<file path="config.mk">
export PLATFORM = sky130hd
export DESIGN_NAME = julian_day_to_calendar_date_core_flat
export DESIGN_NICKNAME = d
export VERILOG_FILES = /design/src/rtl/core/jd2cal_pkg.sv /design/src/rtl/core/jd2cal_req_if.sv /design/src/rtl/core/jd2cal_rsp_if.sv /design/src/rtl/core/julian_day_to_calendar_date_core.sv /design/src/flat_wrapper.sv
export SDC_FILE = /design/constraint.sdc
export NUM_CORES = 2
export LEC_CHECK = 0
export BUFFER_PORTS_ARGS = -buffer_cell sky130_fd_sc_hd__buf_2
export CORE_MARGIN = 10
export CORE_UTILIZATION = 35
export CTS_CLUSTER_SIZE = 24
export DETAILED_ROUTE_END_ITERATION = 6
export GPL_TIMING_DRIVEN = 0
export PLACE_DENSITY_LB_ADDON = 0.25
export SLEW_MARGIN = 30
export SYNTH_ARGS = -nofsm -noshare
export SYNTH_HDL_FRONTEND = slang
export SYNTH_SLANG_ARGS = --single-unit
</file>
<file path="constraint.sdc">
create_clock -name clock -period 20.3 [get_ports clock]
set_input_delay 3.045 -clock clock [delete_from_list [all_inputs] [get_ports clock]]
set_output_delay 3.045 -clock clock [all_outputs]
set_load 0.01 [all_outputs]
</file>
<file path="src/rtl/core/jd2cal_pkg.sv">
// ----------------------------------------------------------------------------
// jd2cal_pkg
// Shared types, constants and tables for the Julian day number to calendar
// date converter.
// ----------------------------------------------------------------------------
package jd2cal_pkg;

   // Word field widths
   localparam int DayNumberWidth = 23;
   localparam int MonthWidth     = 4;
   localparam int DomWidth       = 5;
   localparam int YearWidth      = 15;

   typedef logic        [DayNumberWidth-1:0] day_number_type;
   typedef logic        [MonthWidth-1:0]     month_type;
   typedef logic        [DomWidth-1:0]       dom_type;
   typedef logic signed [YearWidth-1:0]      year_type;

   // Pipeline depth
   localparam int StageCount = 10;

   // Calendar constants
   localparam int GregStart = 2299161;
   localparam int GregEpoch = 1867216;
   localparam int DayOffset = 1524;
   localparam int YearBase  = 4715;
   localparam int FourCent  = 146097;
   localparam int YearDiv   = 36525;
   localparam int YearBias  = 12210;
   localparam int MonthNum  = 306001;
   localparam int MonthDen  = 10000;

   // Century count: 4*(jd - epoch) - 1 over FourCent, by reciprocal
   localparam int CentNumWidth = 25;
   localparam int CentShift    = CentNumWidth;
   localparam int CentQWidth   = 8;
   localparam int CentRemWidth = 19;
   localparam logic [CentQWidth-1:0] CentRecip =
      CentQWidth'((64'd1 << CentShift) / FourCent);
   localparam logic [CentNumWidth-1:0] CentBias = CentNumWidth'(4 * GregEpoch + 1);

   // Year count: (100*b - 12210) over 36525, by reciprocal
   localparam int BWidth       = 24;
   localparam int YearNumWidth = 30;
   localparam int YearShift    = YearNumWidth;
   localparam int CWidth       = 15;
   localparam int YearRemWidth = 17;
   localparam logic [CWidth-1:0] YearRecip = CWidth'((64'd1 << YearShift) / YearDiv);

   // Month count: 10000*bd over 306001, by reciprocal on bd
   localparam int BdWidth    = 9;
   localparam int MonthShift = 20;
   localparam int RecipWidth = 16;
   localparam int EWidth     = 4;
   localparam logic [RecipWidth-1:0] MonthRecip =
      RecipWidth'((64'd10000 << MonthShift) / MonthNum);

   // Days before month index e: floor(30.6001 * e)
   function automatic logic [BdWidth-1:0] month_offset(input logic [EWidth-1:0] e);
      logic [BdWidth-1:0] off;
      case (e)
         4'd0:    off = 9'd0;
         4'd1:    off = 9'd30;
         4'd2:    off = 9'd61;
         4'd3:    off = 9'd91;
         4'd4:    off = 9'd122;
         4'd5:    off = 9'd153;
         4'd6:    off = 9'd183;
         4'd7:    off = 9'd214;
         4'd8:    off = 9'd244;
         4'd9:    off = 9'd275;
         4'd10:   off = 9'd306;
         4'd11:   off = 9'd336;
         4'd12:   off = 9'd367;
         4'd13:   off = 9'd397;
         4'd14:   off = 9'd428;
         4'd15:   off = 9'd459;
         default: off = 9'd0;
      endcase
      return off;
   endfunction

endpackage

</file>
<file path="src/rtl/core/jd2cal_req_if.sv">
// ----------------------------------------------------------------------------
// jd2cal_req_if
// Request channel: one Julian day number per word, valid/ready handshake.
// ----------------------------------------------------------------------------
interface jd2cal_req_if;
   import jd2cal_pkg::*;

   logic           valid;
   logic           ready;
   day_number_type day_number;

   modport source (output valid, output day_number, input ready);
   modport sink   (input valid, input day_number, output ready);
endinterface

</file>
<file path="src/rtl/core/jd2cal_rsp_if.sv">
// ----------------------------------------------------------------------------
// jd2cal_rsp_if
// Response channel: one calendar date per word, valid/ready handshake.
// ----------------------------------------------------------------------------
interface jd2cal_rsp_if;
   import jd2cal_pkg::*;

   logic      valid;
   logic      ready;
   month_type month;
   dom_type   day_of_month;
   year_type  year;

   modport source (output valid, output month, output day_of_month, output year,
                   input ready);
   modport sink   (input valid, input month, input day_of_month, input year,
                   output ready);
endinterface

</file>
<file path="src/rtl/core/julian_day_to_calendar_date_core.sv">
// ----------------------------------------------------------------------------
// julian_day_to_calendar_date_core
// Converts a Julian day number to month, day of month and year, with the
// Gregorian century correction from day 2299161 on and no year zero.
//
//   channel    direction  payload                        handshake
//   req_chan   in         day_number                     valid / ready
//   rsp_chan   out        month, day_of_month, year      valid / ready
//
// Ten register stages; one word enters per cycle unless all ten hold a word and rsp_chan stalls.
// The three constant divisions are reciprocal multiplies with one
// compare-and-correct step each, and they set the stage count.
// Reset (synchronous) clears the stage valid bits only.
// A stall on rsp_chan backs up only through full stages; bubbles close up,
// so req_chan.ready drops only when all ten stages hold a word.
// ----------------------------------------------------------------------------
module julian_day_to_calendar_date_core (
   input  logic             clock,
   input  logic             reset,
   jd2cal_req_if.sink       req_chan,
   jd2cal_rsp_if.source     rsp_chan
);
   import jd2cal_pkg::*;

   localparam int LastStage = StageCount - 1;

   // Stage valid bits and advance chain
   logic [StageCount-1:0] vld_ff;
   logic [StageCount-1:0] adv;

   always_comb begin
      adv[LastStage] = !vld_ff[LastStage] || rsp_chan.ready;
      for (int k = LastStage - 1; k >= 0; k--) begin
         adv[k] = !vld_ff[k] || adv[k+1];
      end
   end

   assign req_chan.ready = adv[0];

   always_ff @(posedge clock) begin
      if (reset) begin
         vld_ff <= '0;
      end else begin
         if (adv[0]) vld_ff[0] <= req_chan.valid;
         for (int k = 1; k < StageCount; k++) begin
            if (adv[k]) vld_ff[k] <= vld_ff[k-1];
         end
      end
   end

   // Stage 0: capture day number, Gregorian flag, century numerator
   logic [BWidth-1:0]       s0_jd_ff,   s0_jd_in;
   logic                    s0_greg_ff, s0_greg_in;
   logic [CentNumWidth-1:0] s0_num_ff,  s0_num_in;

   always_comb begin
      s0_jd_in   = BWidth'(req_chan.day_number);
      s0_greg_in = req_chan.day_number >= DayNumberWidth'(GregStart);
      s0_num_in  = (CentNumWidth'(req_chan.day_number) << 2) - CentBias;
   end

   always_ff @(posedge clock) begin
      if (adv[0]) begin
         s0_jd_ff   <= s0_jd_in;
         s0_greg_ff <= s0_greg_in;
         s0_num_ff  <= s0_num_in;
      end
   end

   // Stage 1: century reciprocal product
   localparam int P1Width = CentNumWidth + CentQWidth;
   logic [BWidth-1:0]       s1_jd_ff;
   logic                    s1_greg_ff;
   logic [CentNumWidth-1:0] s1_num_ff;
   logic [P1Width-1:0]      s1_prod_ff, s1_prod_in;

   assign s1_prod_in = P1Width'(s0_num_ff) * P1Width'(CentRecip);

   always_ff @(posedge clock) begin
      if (adv[1]) begin
         s1_jd_ff   <= s0_jd_ff;
         s1_greg_ff <= s0_greg_ff;
         s1_num_ff  <= s0_num_ff;
         s1_prod_ff <= s1_prod_in;
      end
   end

   // Stage 2: century estimate and remainder
   logic [BWidth-1:0]       s2_jd_ff;
   logic                    s2_greg_ff;
   logic [CentQWidth-1:0]   s2_q_ff,   s2_q_in;
   logic [CentRemWidth-1:0] s2_rem_ff, s2_rem_in;
   logic [CentNumWidth-1:0] s2_rem_full;

   always_comb begin
      s2_q_in     = s1_prod_ff[P1Width-1 -: CentQWidth];
      s2_rem_full = s1_num_ff - (CentNumWidth'(s2_q_in) * CentNumWidth'(FourCent));
      s2_rem_in   = s2_rem_full[CentRemWidth-1:0];
   end

   always_ff @(posedge clock) begin
      if (adv[2]) begin
         s2_jd_ff   <= s1_jd_ff;
         s2_greg_ff <= s1_greg_ff;
         s2_q_ff    <= s2_q_in;
         s2_rem_ff  <= s2_rem_in;
      end
   end

   // Stage 3: century correction, shifted day count b, year numerator
   logic [BWidth-1:0]       s3_b_ff,   s3_b_in;
   logic [YearNumWidth-1:0] s3_num_ff, s3_num_in;
   logic [CentQWidth-1:0]   s3_cent;
   logic [BWidth-1:0]       s3_a;

   always_comb begin
      s3_cent = s2_q_ff + CentQWidth'(s2_rem_ff >= CentRemWidth'(FourCent));
      if (s2_greg_ff) begin
         s3_a = s2_jd_ff + BWidth'(1) + BWidth'(s3_cent) - BWidth'(s3_cent >> 2);
      end else begin
         s3_a = s2_jd_ff;
      end
      s3_b_in   = s3_a + BWidth'(DayOffset);
      s3_num_in = (YearNumWidth'(s3_b_in) * YearNumWidth'(100)) - YearNumWidth'(YearBias);
   end

   always_ff @(posedge clock) begin
      if (adv[3]) begin
         s3_b_ff   <= s3_b_in;
         s3_num_ff <= s3_num_in;
      end
   end

   // Stage 4: year reciprocal product
   localparam int P2Width = YearNumWidth + CWidth;
   logic [BWidth-1:0]       s4_b_ff;
   logic [YearNumWidth-1:0] s4_num_ff;
   logic [P2Width-1:0]      s4_prod_ff, s4_prod_in;

   assign s4_prod_in = P2Width'(s3_num_ff) * P2Width'(YearRecip);

   always_ff @(posedge clock) begin
      if (adv[4]) begin
         s4_b_ff    <= s3_b_ff;
         s4_num_ff  <= s3_num_ff;
         s4_prod_ff <= s4_prod_in;
      end
   end

   // Stage 5: year estimate and remainder
   logic [BWidth-1:0]       s5_b_ff;
   logic [CWidth-1:0]       s5_c_ff,   s5_c_in;
   logic [YearRemWidth-1:0] s5_rem_ff, s5_rem_in;
   logic [YearNumWidth-1:0] s5_rem_full;

   always_comb begin
      s5_c_in     = s4_prod_ff[P2Width-1 -: CWidth];
      s5_rem_full = s4_num_ff - (YearNumWidth'(s5_c_in) * YearNumWidth'(YearDiv));
      s5_rem_in   = s5_rem_full[YearRemWidth-1:0];
   end

   always_ff @(posedge clock) begin
      if (adv[5]) begin
         s5_b_ff   <= s4_b_ff;
         s5_c_ff   <= s5_c_in;
         s5_rem_ff <= s5_rem_in;
      end
   end

   // Stage 6: corrected year count c, day within year bd = b - d
   logic [CWidth-1:0]  s6_c_ff,  s6_c_in;
   logic [BdWidth-1:0] s6_bd_ff, s6_bd_in;
   logic [BWidth-1:0]  s6_d;
   logic [BWidth-1:0]  s6_diff;

   always_comb begin
      s6_c_in  = s5_c_ff + CWidth'(s5_rem_ff >= YearRemWidth'(YearDiv));
      s6_d     = (BWidth'(s6_c_in) * BWidth'(365)) + BWidth'(s6_c_in >> 2);
      s6_diff  = s5_b_ff - s6_d;
      s6_bd_in = s6_diff[BdWidth-1:0];
   end

   always_ff @(posedge clock) begin
      if (adv[6]) begin
         s6_c_ff  <= s6_c_in;
         s6_bd_ff <= s6_bd_in;
      end
   end

   // Stage 7: month reciprocal product
   localparam int P3Width = BdWidth + RecipWidth;
   logic [CWidth-1:0]  s7_c_ff;
   logic [BdWidth-1:0] s7_bd_ff;
   logic [P3Width-1:0] s7_prod_ff, s7_prod_in;

   assign s7_prod_in = P3Width'(s6_bd_ff) * P3Width'(MonthRecip);

   always_ff @(posedge clock) begin
      if (adv[7]) begin
         s7_c_ff    <= s6_c_ff;
         s7_bd_ff   <= s6_bd_ff;
         s7_prod_ff <= s7_prod_in;
      end
   end

   // Stage 8: month index e with one-step correction
   localparam int MNumWidth = 23;
   logic [CWidth-1:0]    s8_c_ff;
   logic [BdWidth-1:0]   s8_bd_ff;
   logic [EWidth-1:0]    s8_e_ff, s8_e_in;
   logic [EWidth-1:0]    s8_e0;
   logic [EWidth:0]      s8_e1;
   logic [MNumWidth-1:0] s8_lhs;
   logic [MNumWidth-1:0] s8_rhs;

   always_comb begin
      s8_e0   = s7_prod_ff[MonthShift +: EWidth];
      s8_e1   = {1'b0, s8_e0} + (EWidth+1)'(1);
      s8_lhs  = MNumWidth'(s7_bd_ff) * MNumWidth'(MonthDen);
      s8_rhs  = MNumWidth'(s8_e1) * MNumWidth'(MonthNum);
      s8_e_in = (s8_lhs >= s8_rhs) ? s8_e1[EWidth-1:0] : s8_e0;
   end

   always_ff @(posedge clock) begin
      if (adv[8]) begin
         s8_c_ff  <= s7_c_ff;
         s8_bd_ff <= s7_bd_ff;
         s8_e_ff  <= s8_e_in;
      end
   end

   // Stage 9: month, day and year, output register
   localparam int YWidth = CWidth + 2;
   month_type          s9_month_ff, s9_month_in;
   dom_type            s9_dom_ff,   s9_dom_in;
   year_type           s9_year_ff,  s9_year_in;
   logic [BdWidth-1:0] s9_day_full;
   logic signed [YWidth-1:0] s9_y0, s9_y1, s9_y2;

   always_comb begin
      s9_day_full = s8_bd_ff - month_offset(s8_e_ff);
      s9_dom_in   = s9_day_full[DomWidth-1:0];
      s9_month_in = s8_e_ff - MonthWidth'(1);
      if (s9_month_in > MonthWidth'(12)) begin
         s9_month_in = s9_month_in - MonthWidth'(12);
      end
      s9_y0 = $signed(YWidth'(s8_c_ff)) - YWidth'(YearBase);
      s9_y1 = (s9_month_in > MonthWidth'(2)) ? s9_y0 - YWidth'(1) : s9_y0;
      s9_y2 = (s9_y1 <= 0) ? s9_y1 - YWidth'(1) : s9_y1;
      s9_year_in = s9_y2[YearWidth-1:0];
   end

   always_ff @(posedge clock) begin
      if (adv[9]) begin
         s9_month_ff <= s9_month_in;
         s9_dom_ff   <= s9_dom_in;
         s9_year_ff  <= s9_year_in;
      end
   end

   assign rsp_chan.valid        = vld_ff[LastStage];
   assign rsp_chan.month        = s9_month_ff;
   assign rsp_chan.day_of_month = s9_dom_ff;
   assign rsp_chan.year         = s9_year_ff;

   // Checks
   month_range_a: assert property (@(posedge clock) disable iff (reset)
      rsp_chan.valid |-> (rsp_chan.month >= MonthWidth'(1) &&
                          rsp_chan.month <= MonthWidth'(12)))
      else $error("month out of range");

   day_nonzero_a: assert property (@(posedge clock) disable iff (reset)
      rsp_chan.valid |-> (rsp_chan.day_of_month != '0))
      else $error("day of month is zero");

   full_only_stall_a: assert property (@(posedge clock) disable iff (reset)
      !req_chan.ready |-> (&vld_ff && !rsp_chan.ready))
      else $error("request stalled with room in pipeline");

   accept_lands_a: assert property (@(posedge clock) disable iff (reset)
      (req_chan.valid && req_chan.ready) |=> vld_ff[0])
      else $error("accepted word missing from first stage");

endmodule

</file>
<file path="src/flat_wrapper.sv">
// flat-port wrapper written by rule: the top's interface ports become plain ports
module julian_day_to_calendar_date_core_flat import jd2cal_pkg::*;
  (clock, reset, req_chan_valid, req_chan_day_number, req_chan_ready, rsp_chan_valid, rsp_chan_month, rsp_chan_day_of_month, rsp_chan_year, rsp_chan_ready);
  jd2cal_req_if req_chan_i ();
  jd2cal_rsp_if rsp_chan_i ();
  input  logic clock;
  input  logic reset;
  input wire logic [$bits(req_chan_i.valid)-1:0] req_chan_valid;
  input wire logic [$bits(req_chan_i.day_number)-1:0] req_chan_day_number;
  output wire logic [$bits(req_chan_i.ready)-1:0] req_chan_ready;
  output wire logic [$bits(rsp_chan_i.valid)-1:0] rsp_chan_valid;
  output wire logic [$bits(rsp_chan_i.month)-1:0] rsp_chan_month;
  output wire logic [$bits(rsp_chan_i.day_of_month)-1:0] rsp_chan_day_of_month;
  output wire logic [$bits(rsp_chan_i.year)-1:0] rsp_chan_year;
  input wire logic [$bits(rsp_chan_i.ready)-1:0] rsp_chan_ready;
  assign req_chan_i.valid = req_chan_valid;
  assign req_chan_i.day_number = req_chan_day_number;
  assign req_chan_ready = req_chan_i.ready;
  assign rsp_chan_valid = rsp_chan_i.valid;
  assign rsp_chan_month = rsp_chan_i.month;
  assign rsp_chan_day_of_month = rsp_chan_i.day_of_month;
  assign rsp_chan_year = rsp_chan_i.year;
  assign rsp_chan_i.ready = rsp_chan_ready;
  julian_day_to_calendar_date_core u_core (.clock(clock), .reset(reset), .req_chan(req_chan_i), .rsp_chan(rsp_chan_i));
endmodule
</file>
### Yosys cells after proc, flatten, opt, wreduce, memory -nomap -nowiden

Memory sizes are Yosys's and may differ from the RTL's. A register that Yosys moved wholly into a read port is not among the register bits.
Index checks and enable logic that the tools add are counted.

* register bits after elaboration: 457
* bits in read-only memories: 144
* output and inout bits: 26
* memories kept: 1
* logic and storage cells: 102
* bits of input ports: 27

* $mul: 9
* muxes and demuxes: 6
* order comparisons: 7
* add/subtract/negate cells: 19
* reductions and logical operators: 20

Memories
* (name not given): words 16, width 9, rd ports 1, clocked after memory_dff 1, wr ports 0, RTL line jd2cal_pkg.sv:61 `case (e)`

Operator list (number)
* multiplier 30 x 15 -> 45 bit, second input constant: 1
* multiplier 25 x 8 -> 33 bit, second input constant: 1
* subtractor 30 x 14 -> 30 bit, second input constant: 1
* multiplier 24 x 5 -> 28 bit, second input constant: 1
* subtractor 25 x 23 -> 25 bit, second input constant: 1
* adder 23 x 1 -> 24 bit, second input constant: 1
* adder 24 x 11 -> 24 bit, second input constant: 1
* adder 24 x 8 -> 24 bit: 1
* multiplier 9 x 16 -> 24 bit, second input constant: 1
* 2-to-1 mux 24 bit: 1
* subtractor 24 x 6 -> 24 bit: 1
* greater-or-equal comparator 23 x 22 -> 1 bit, second input constant: 1
* greater-or-equal comparator 23 bit: 1
* multiplier 5 x 19 -> 23 bit, second input constant: 1
* greater-or-equal comparator 19 x 18 -> 1 bit, second input constant: 1
* multiplier 8 x 18 -> 19 bit, second input constant: 1
* multiplier 9 x 10 -> 19 bit, second input constant: 1
* subtractor 19 bit: 1
* greater-or-equal comparator 17 x 16 -> 1 bit, second input constant: 1
* less-or-equal comparator 17 x 1 -> 1 bit, second input constant: 1
* multiplier 15 x 16 -> 17 bit, second input constant: 1
* 2-to-1 mux 17 bit: 1
* subtractor 17 bit: 1
* subtractor 17 x 2 -> 17 bit, second input constant: 1
* 17 further kinds: 37

### Longest topological paths before layout

* word-level depth: 11
* depth in mapped cells: 42
* mapped depth without buffers: 41

### Worst setup path after synthesis

No wires, ideal clock.

* kind: in2out
* from: input port rsp_chan_ready
* to: output port req_chan_ready
* path buffers: 2
* path slack: 10402 ps
* stages: 8
* arrival: 6853 ps
* data required time: 17255 ps
* cell sequence: nor2b_1 > and2_1 > clkbuf_1 > and3_1 > and3_1 > clkbuf_1 > nand4_1 > or2_2

* cells in the longest elaborated chain, start to end: 10

RTL lines
* from (decl): RTL line flat_wrapper.sv:15 `input wire logic [$bits(rsp_chan_i.ready)-1:0] rsp_chan_ready;`
* logical OR 1 bit: RTL line julian_day_to_calendar_date_core.sv:32 `adv[LastStage] = !vld_ff[LastStage] || rsp_chan.ready;`
* logical OR 1 bit (8 in series): RTL line julian_day_to_calendar_date_core.sv:34 `adv[k] = !vld_ff[k] || adv[k+1];`
* via u_core.adv[1]: RTL line julian_day_to_calendar_date_core.sv:29 `logic [StageCount-1:0] adv;`
* logical OR 1 bit: RTL line julian_day_to_calendar_date_core.sv:34
* to (decl): RTL line flat_wrapper.sv:10 `output wire logic [$bits(req_chan_i.ready)-1:0] req_chan_ready;`

The timed path passes the listed nets, and every way through them passes these cells.

### Final worst setup path

* from: register u_core.s2_rem_ff[0]
* to: register u_core.s3_num_ff[29], data pin

* cells in the longest elaborated chain, start to end: 8

RTL lines
* from (decl): RTL line julian_day_to_calendar_date_core.sv:92 `logic [CentRemWidth-1:0] s2_rem_ff, s2_rem_in;`
* from (signal assigned): RTL line julian_day_to_calendar_date_core.sv:106 `s2_rem_ff <= s2_rem_in;`
* greater-or-equal comparator 19 x 18 -> 1 bit (*): RTL line julian_day_to_calendar_date_core.sv:117 `s3_cent = s2_q_ff + CentQWidth'(s2_rem_ff >= CentRemWidth'(FourCent));`
* adder 8 x 1 -> 8 bit (*): RTL line julian_day_to_calendar_date_core.sv:117
* adder 24 x 8 -> 24 bit: RTL line julian_day_to_calendar_date_core.sv:119 `s3_a = s2_jd_ff + BWidth'(1) + BWidth'(s3_cent) - BWidth'(s3_cent >> 2);`
* subtractor 24 x 6 -> 24 bit (*): RTL line julian_day_to_calendar_date_core.sv:119
* 2-to-1 mux 24 bit (*): RTL line julian_day_to_calendar_date_core.sv:118 `if (s2_greg_ff) begin`
* adder 24 x 11 -> 24 bit (*): RTL line julian_day_to_calendar_date_core.sv:123 `s3_b_in = s3_a + BWidth'(DayOffset);`
* multiplier 24 x 5 -> 28 bit (*): RTL line julian_day_to_calendar_date_core.sv:124 `s3_num_in = (YearNumWidth'(s3_b_in) * YearNumWidth'(100)) - YearNumWidth'(YearBias);`
* subtractor 30 x 14 -> 30 bit (*): RTL line julian_day_to_calendar_date_core.sv:124
* via u_core.s3_num_in[29]: RTL line julian_day_to_calendar_date_core.sv:112 `logic [YearNumWidth-1:0] s3_num_ff, s3_num_in;`
* to (signal assigned): RTL line julian_day_to_calendar_date_core.sv:130 `s3_num_ff <= s3_num_in;`
* to (decl): RTL line julian_day_to_calendar_date_core.sv:112

Mark *: on every way through the listed nets, which the timed path passes. The rest lies on a longest branch.
A chain may end at the register's enable or synchronous reset.

==> results.yml <==
logic_synthesis:
  avgSynthCellArea_sq_um: 11.3
  syn_inst: 3585
  ys_seq_area_share_pct: 27.7
  synth_fp_nets: 4744
  netlist_top_cells_area: "edfxtp_1 (27%), ha_1 (22%), fa_1 (21%)"
  async_reset_ff_share_pct: 0
  yosys.area.top_type_share_pct: 27.0
  yosys_warnings: 0
  yosys_most_used_dff: "edfxtp_1"
  yosysTopAreaCell: "edfxtp_1"
  ys_seq_elements: 378
  synthDistinctLibCells: 90
  synth-edff-count: 363
  netlist_area_sq_mm: 0.0404
timing:
  rsz0062_at_grt: "no"
  slew_headroom_pct: 35.7
  hold_violations: 0
  skew_ns: 0.0306
  finalMaxSlewViolations: 0
  fin_tns_setup_ns: 0
  fmax_mhz: 92.4
  worst_slew_pin_slew_ns: 0.940
  setup_violations: 0
  fin_crit_ns: 10.83
  period_share_pct: 53.3
route:
  wl_met3_um: 1980
  viasPerCell: 4.74
  routed-wl-met2_um: 36500
  drt_iter0_markers: 1128
  top_layer: "met4"
  drt-met1-wl_um: 38100
  wire_per_inst_um: 14.8
  detail-route-antenna-nets: 0
  vias: 24800
  drc: 0
  drtPass1Iterations: 5
  routed_wl_um: 77800
die:
  die_area_sq_mm: 0.129
  die_h_um: 360
  io_pins: 53
  die_w_um: 360
  rows: 124
  start_util_pct: 35.3
  coreArea_sq_mm: 0.115
worst_setup_path:
  cp.arrival_ns: 11.18
  cpMostUsedCell: "ha_1"
  crit_path_top_delay_cell: "or4_1"
  slowest_delay_ns: 0.54
  startpoint_type: "flop"
  required_ns: 20.66
  r2r_cells: 39
  r2r_slack_ns: 9.47
  criticalPathCategory: "reg2reg"
  end_kind: "flop"
  critPathMaxFanout: 9
min_path:
  hold_class: "reg2reg"
  holdPathStages: 0
clock_tree:
  hold_buffers: 0
  clockBufferDepth: 3
  clk_pin_slew_ns: 0.06
  htree_levels: 2
  tritoncts: "yes"
  cts_setup_buffers: 0
  cts_made_buffers: 45
  cts-resized-gates: 0
  cts_sinks: 378
  insertion_delay_ns: 0.62
  cts-root-buf: "clkbuf_16"
outcome:
  outcome: "complete, no violations"
global_route:
  antenna_found_initial: 1
  grt_max_degree: 50
  grt_overflow_total: 0
  grt_use_total_pct: 12.4
  grt_pass1_vias: 26000
  grt_first_pass_wirelength_um: 134000
final_layout:
  stdcell_count: 5241
  layout.nets: 4851
  drive_above_1_share_pct: 5.26
  syn2layout_area_growth_pct: 9.29
placement:
  numPortBuffers: 51
  place_inst: 5157
  place_congestion: 0.809
  dp.final_hpwl_um: 64300
flow_run:
  maxCapViolCount: 0
-- logic make-up (layout without fill, tap and decap cells) --
kind of cell | Yosys count | count (layout) | share of synthesized area [%]
flip-flops | 378 | 378 | 27.7
XOR/XNOR | 298 | 298 | 6.53
adder cells (fa/ha/maj) | 1132 | 1132 | 43.0
AND/OR/NAND/NOR | 578 | 578 | 7.32
buffers and inverters | 645 | 788 | 6.07
multiplexers | 16 | 16 | 0.406
AO/OA/AOI/OAI | 538 | 538 | 8.89
other | 0 | 1 | 0
-- synthesized netlist by cell type (18+ instances only) --
library cell	count
ha_1	703
inv_1	608
fa_1	429
edfxtp_1	363
xnor2_1	188
nor2_1	159
a21oi_1	141
nand2_1	110
xor2_1	108
o21ai_0	100
a21o_1	63
nand3_1	61
nor3_1	43
o21a_1	32
nor2b_1	30
a31oi_1	24
nand4_1	24
clkbuf_1	22
nand2b_1	21
or2_2	21
o211ai_1	20
o21bai_1	18
-- layer usage --
layer,up-vias,global-route usage (%)
met4,0,2.48
li1,12600,-
met5,-,0
met1,12000,17.0
met2,185,20.8
met3,57,1.51
-- final cells by class --
class | count | area, sq um
Timing Repair Buffer | 60 | 388
Tap cell | 1512 | 1890
Multi-Input combinational cell | 2562 | 26800
Fill cell | 11300 | 70400
Antenna cell | 1 | 2.50
Clock inverter | 30 | 292
Inverter | 610 | 2290
Buffer | 35 | 163
Sequential cell | 378 | 11200
Clock buffer | 53 | 1160
-- metrics by stage --
stage                     setup WS (ns)  instance area [sq um]  utilization [%]  hold slack, ns
after floorplan                   10.40                  40400                -           0.400
after global placement             8.22                  42500             37.1           0.402
after detailed placement           9.39                  42700             37.3           0.405
after CTS                          9.34                  44100             38.5           0.409
after global routing               8.52                  44100             38.5           0.415
final                              9.47                  44100             38.6           0.407
-- registers in the layout (all words and copies together) (netlist names), 14 cells and up, named ones only --
register              count
u_core.s3_num_ff         28
u_core.s7_c_ff           15
u_core.s5_rem_ff         17
u_core.s6_c_ff           15
u_core.s8_c_ff           15
u_core.rsp_chan.year     15
u_core.s2_rem_ff         19
u_core.s4_num_ff         14
u_core.s5_c_ff           14
u_core.s4_prod_ff        16
u_core.s0_num_ff         23
u_core.s1_num_ff         17
u_core.s2_jd_ff          23
u_core.s1_jd_ff          23
u_core.s0_jd_ff          23
-- worst max-delay path: cells and delay by family (launching register included) --
family	cells	cell delay [ns]
XOR/XNOR	4	0.94
adder cells (fa/ha/maj)	9	2.92
flip-flops	1	0.39
AO/OA/AOI/OAI	14	3.60
AND/OR/NAND/NOR	8	2.19
buffers and inverters	4	0.50
-- layout by cell type, fill, tap and decap left out, drive strengths merged, types with 22 or more instances in the layout --
master  instances
inv           615
buf            72
nand3          61
a31oi          24
xnor2         188
o21ai         102
ha            703
nand2         110
fa            429
or2            22
nand4          24
nor3           45
edfxtp        363
nor2b          30
a21oi         141
xor2          108
nor2          159
a21o           63
clkbuf         76
o21a           32
-- final timing paths --
check	to	from
hold / removal	u_core.s8_c_ff[13]$_DFFE_PN_	u_core.s7_c_ff[13]$_DFFE_PP_
hold reg to reg	u_core.s8_c_ff[13]$_DFFE_PN_	u_core.s7_c_ff[13]$_DFFE_PP_
setup reg to reg	u_core.s3_num_ff[29]$_DFFE_PP_	u_core.s2_rem_ff[0]$_DFFE_PP_
setup / recovery	u_core.s3_num_ff[29]$_DFFE_PP_	u_core.s2_rem_ff[0]$_DFFE_PP_
Power is left out: the tool's default activity adds up to more than one toggle a clock period on the data nets, which glitch-free logic cannot reach.
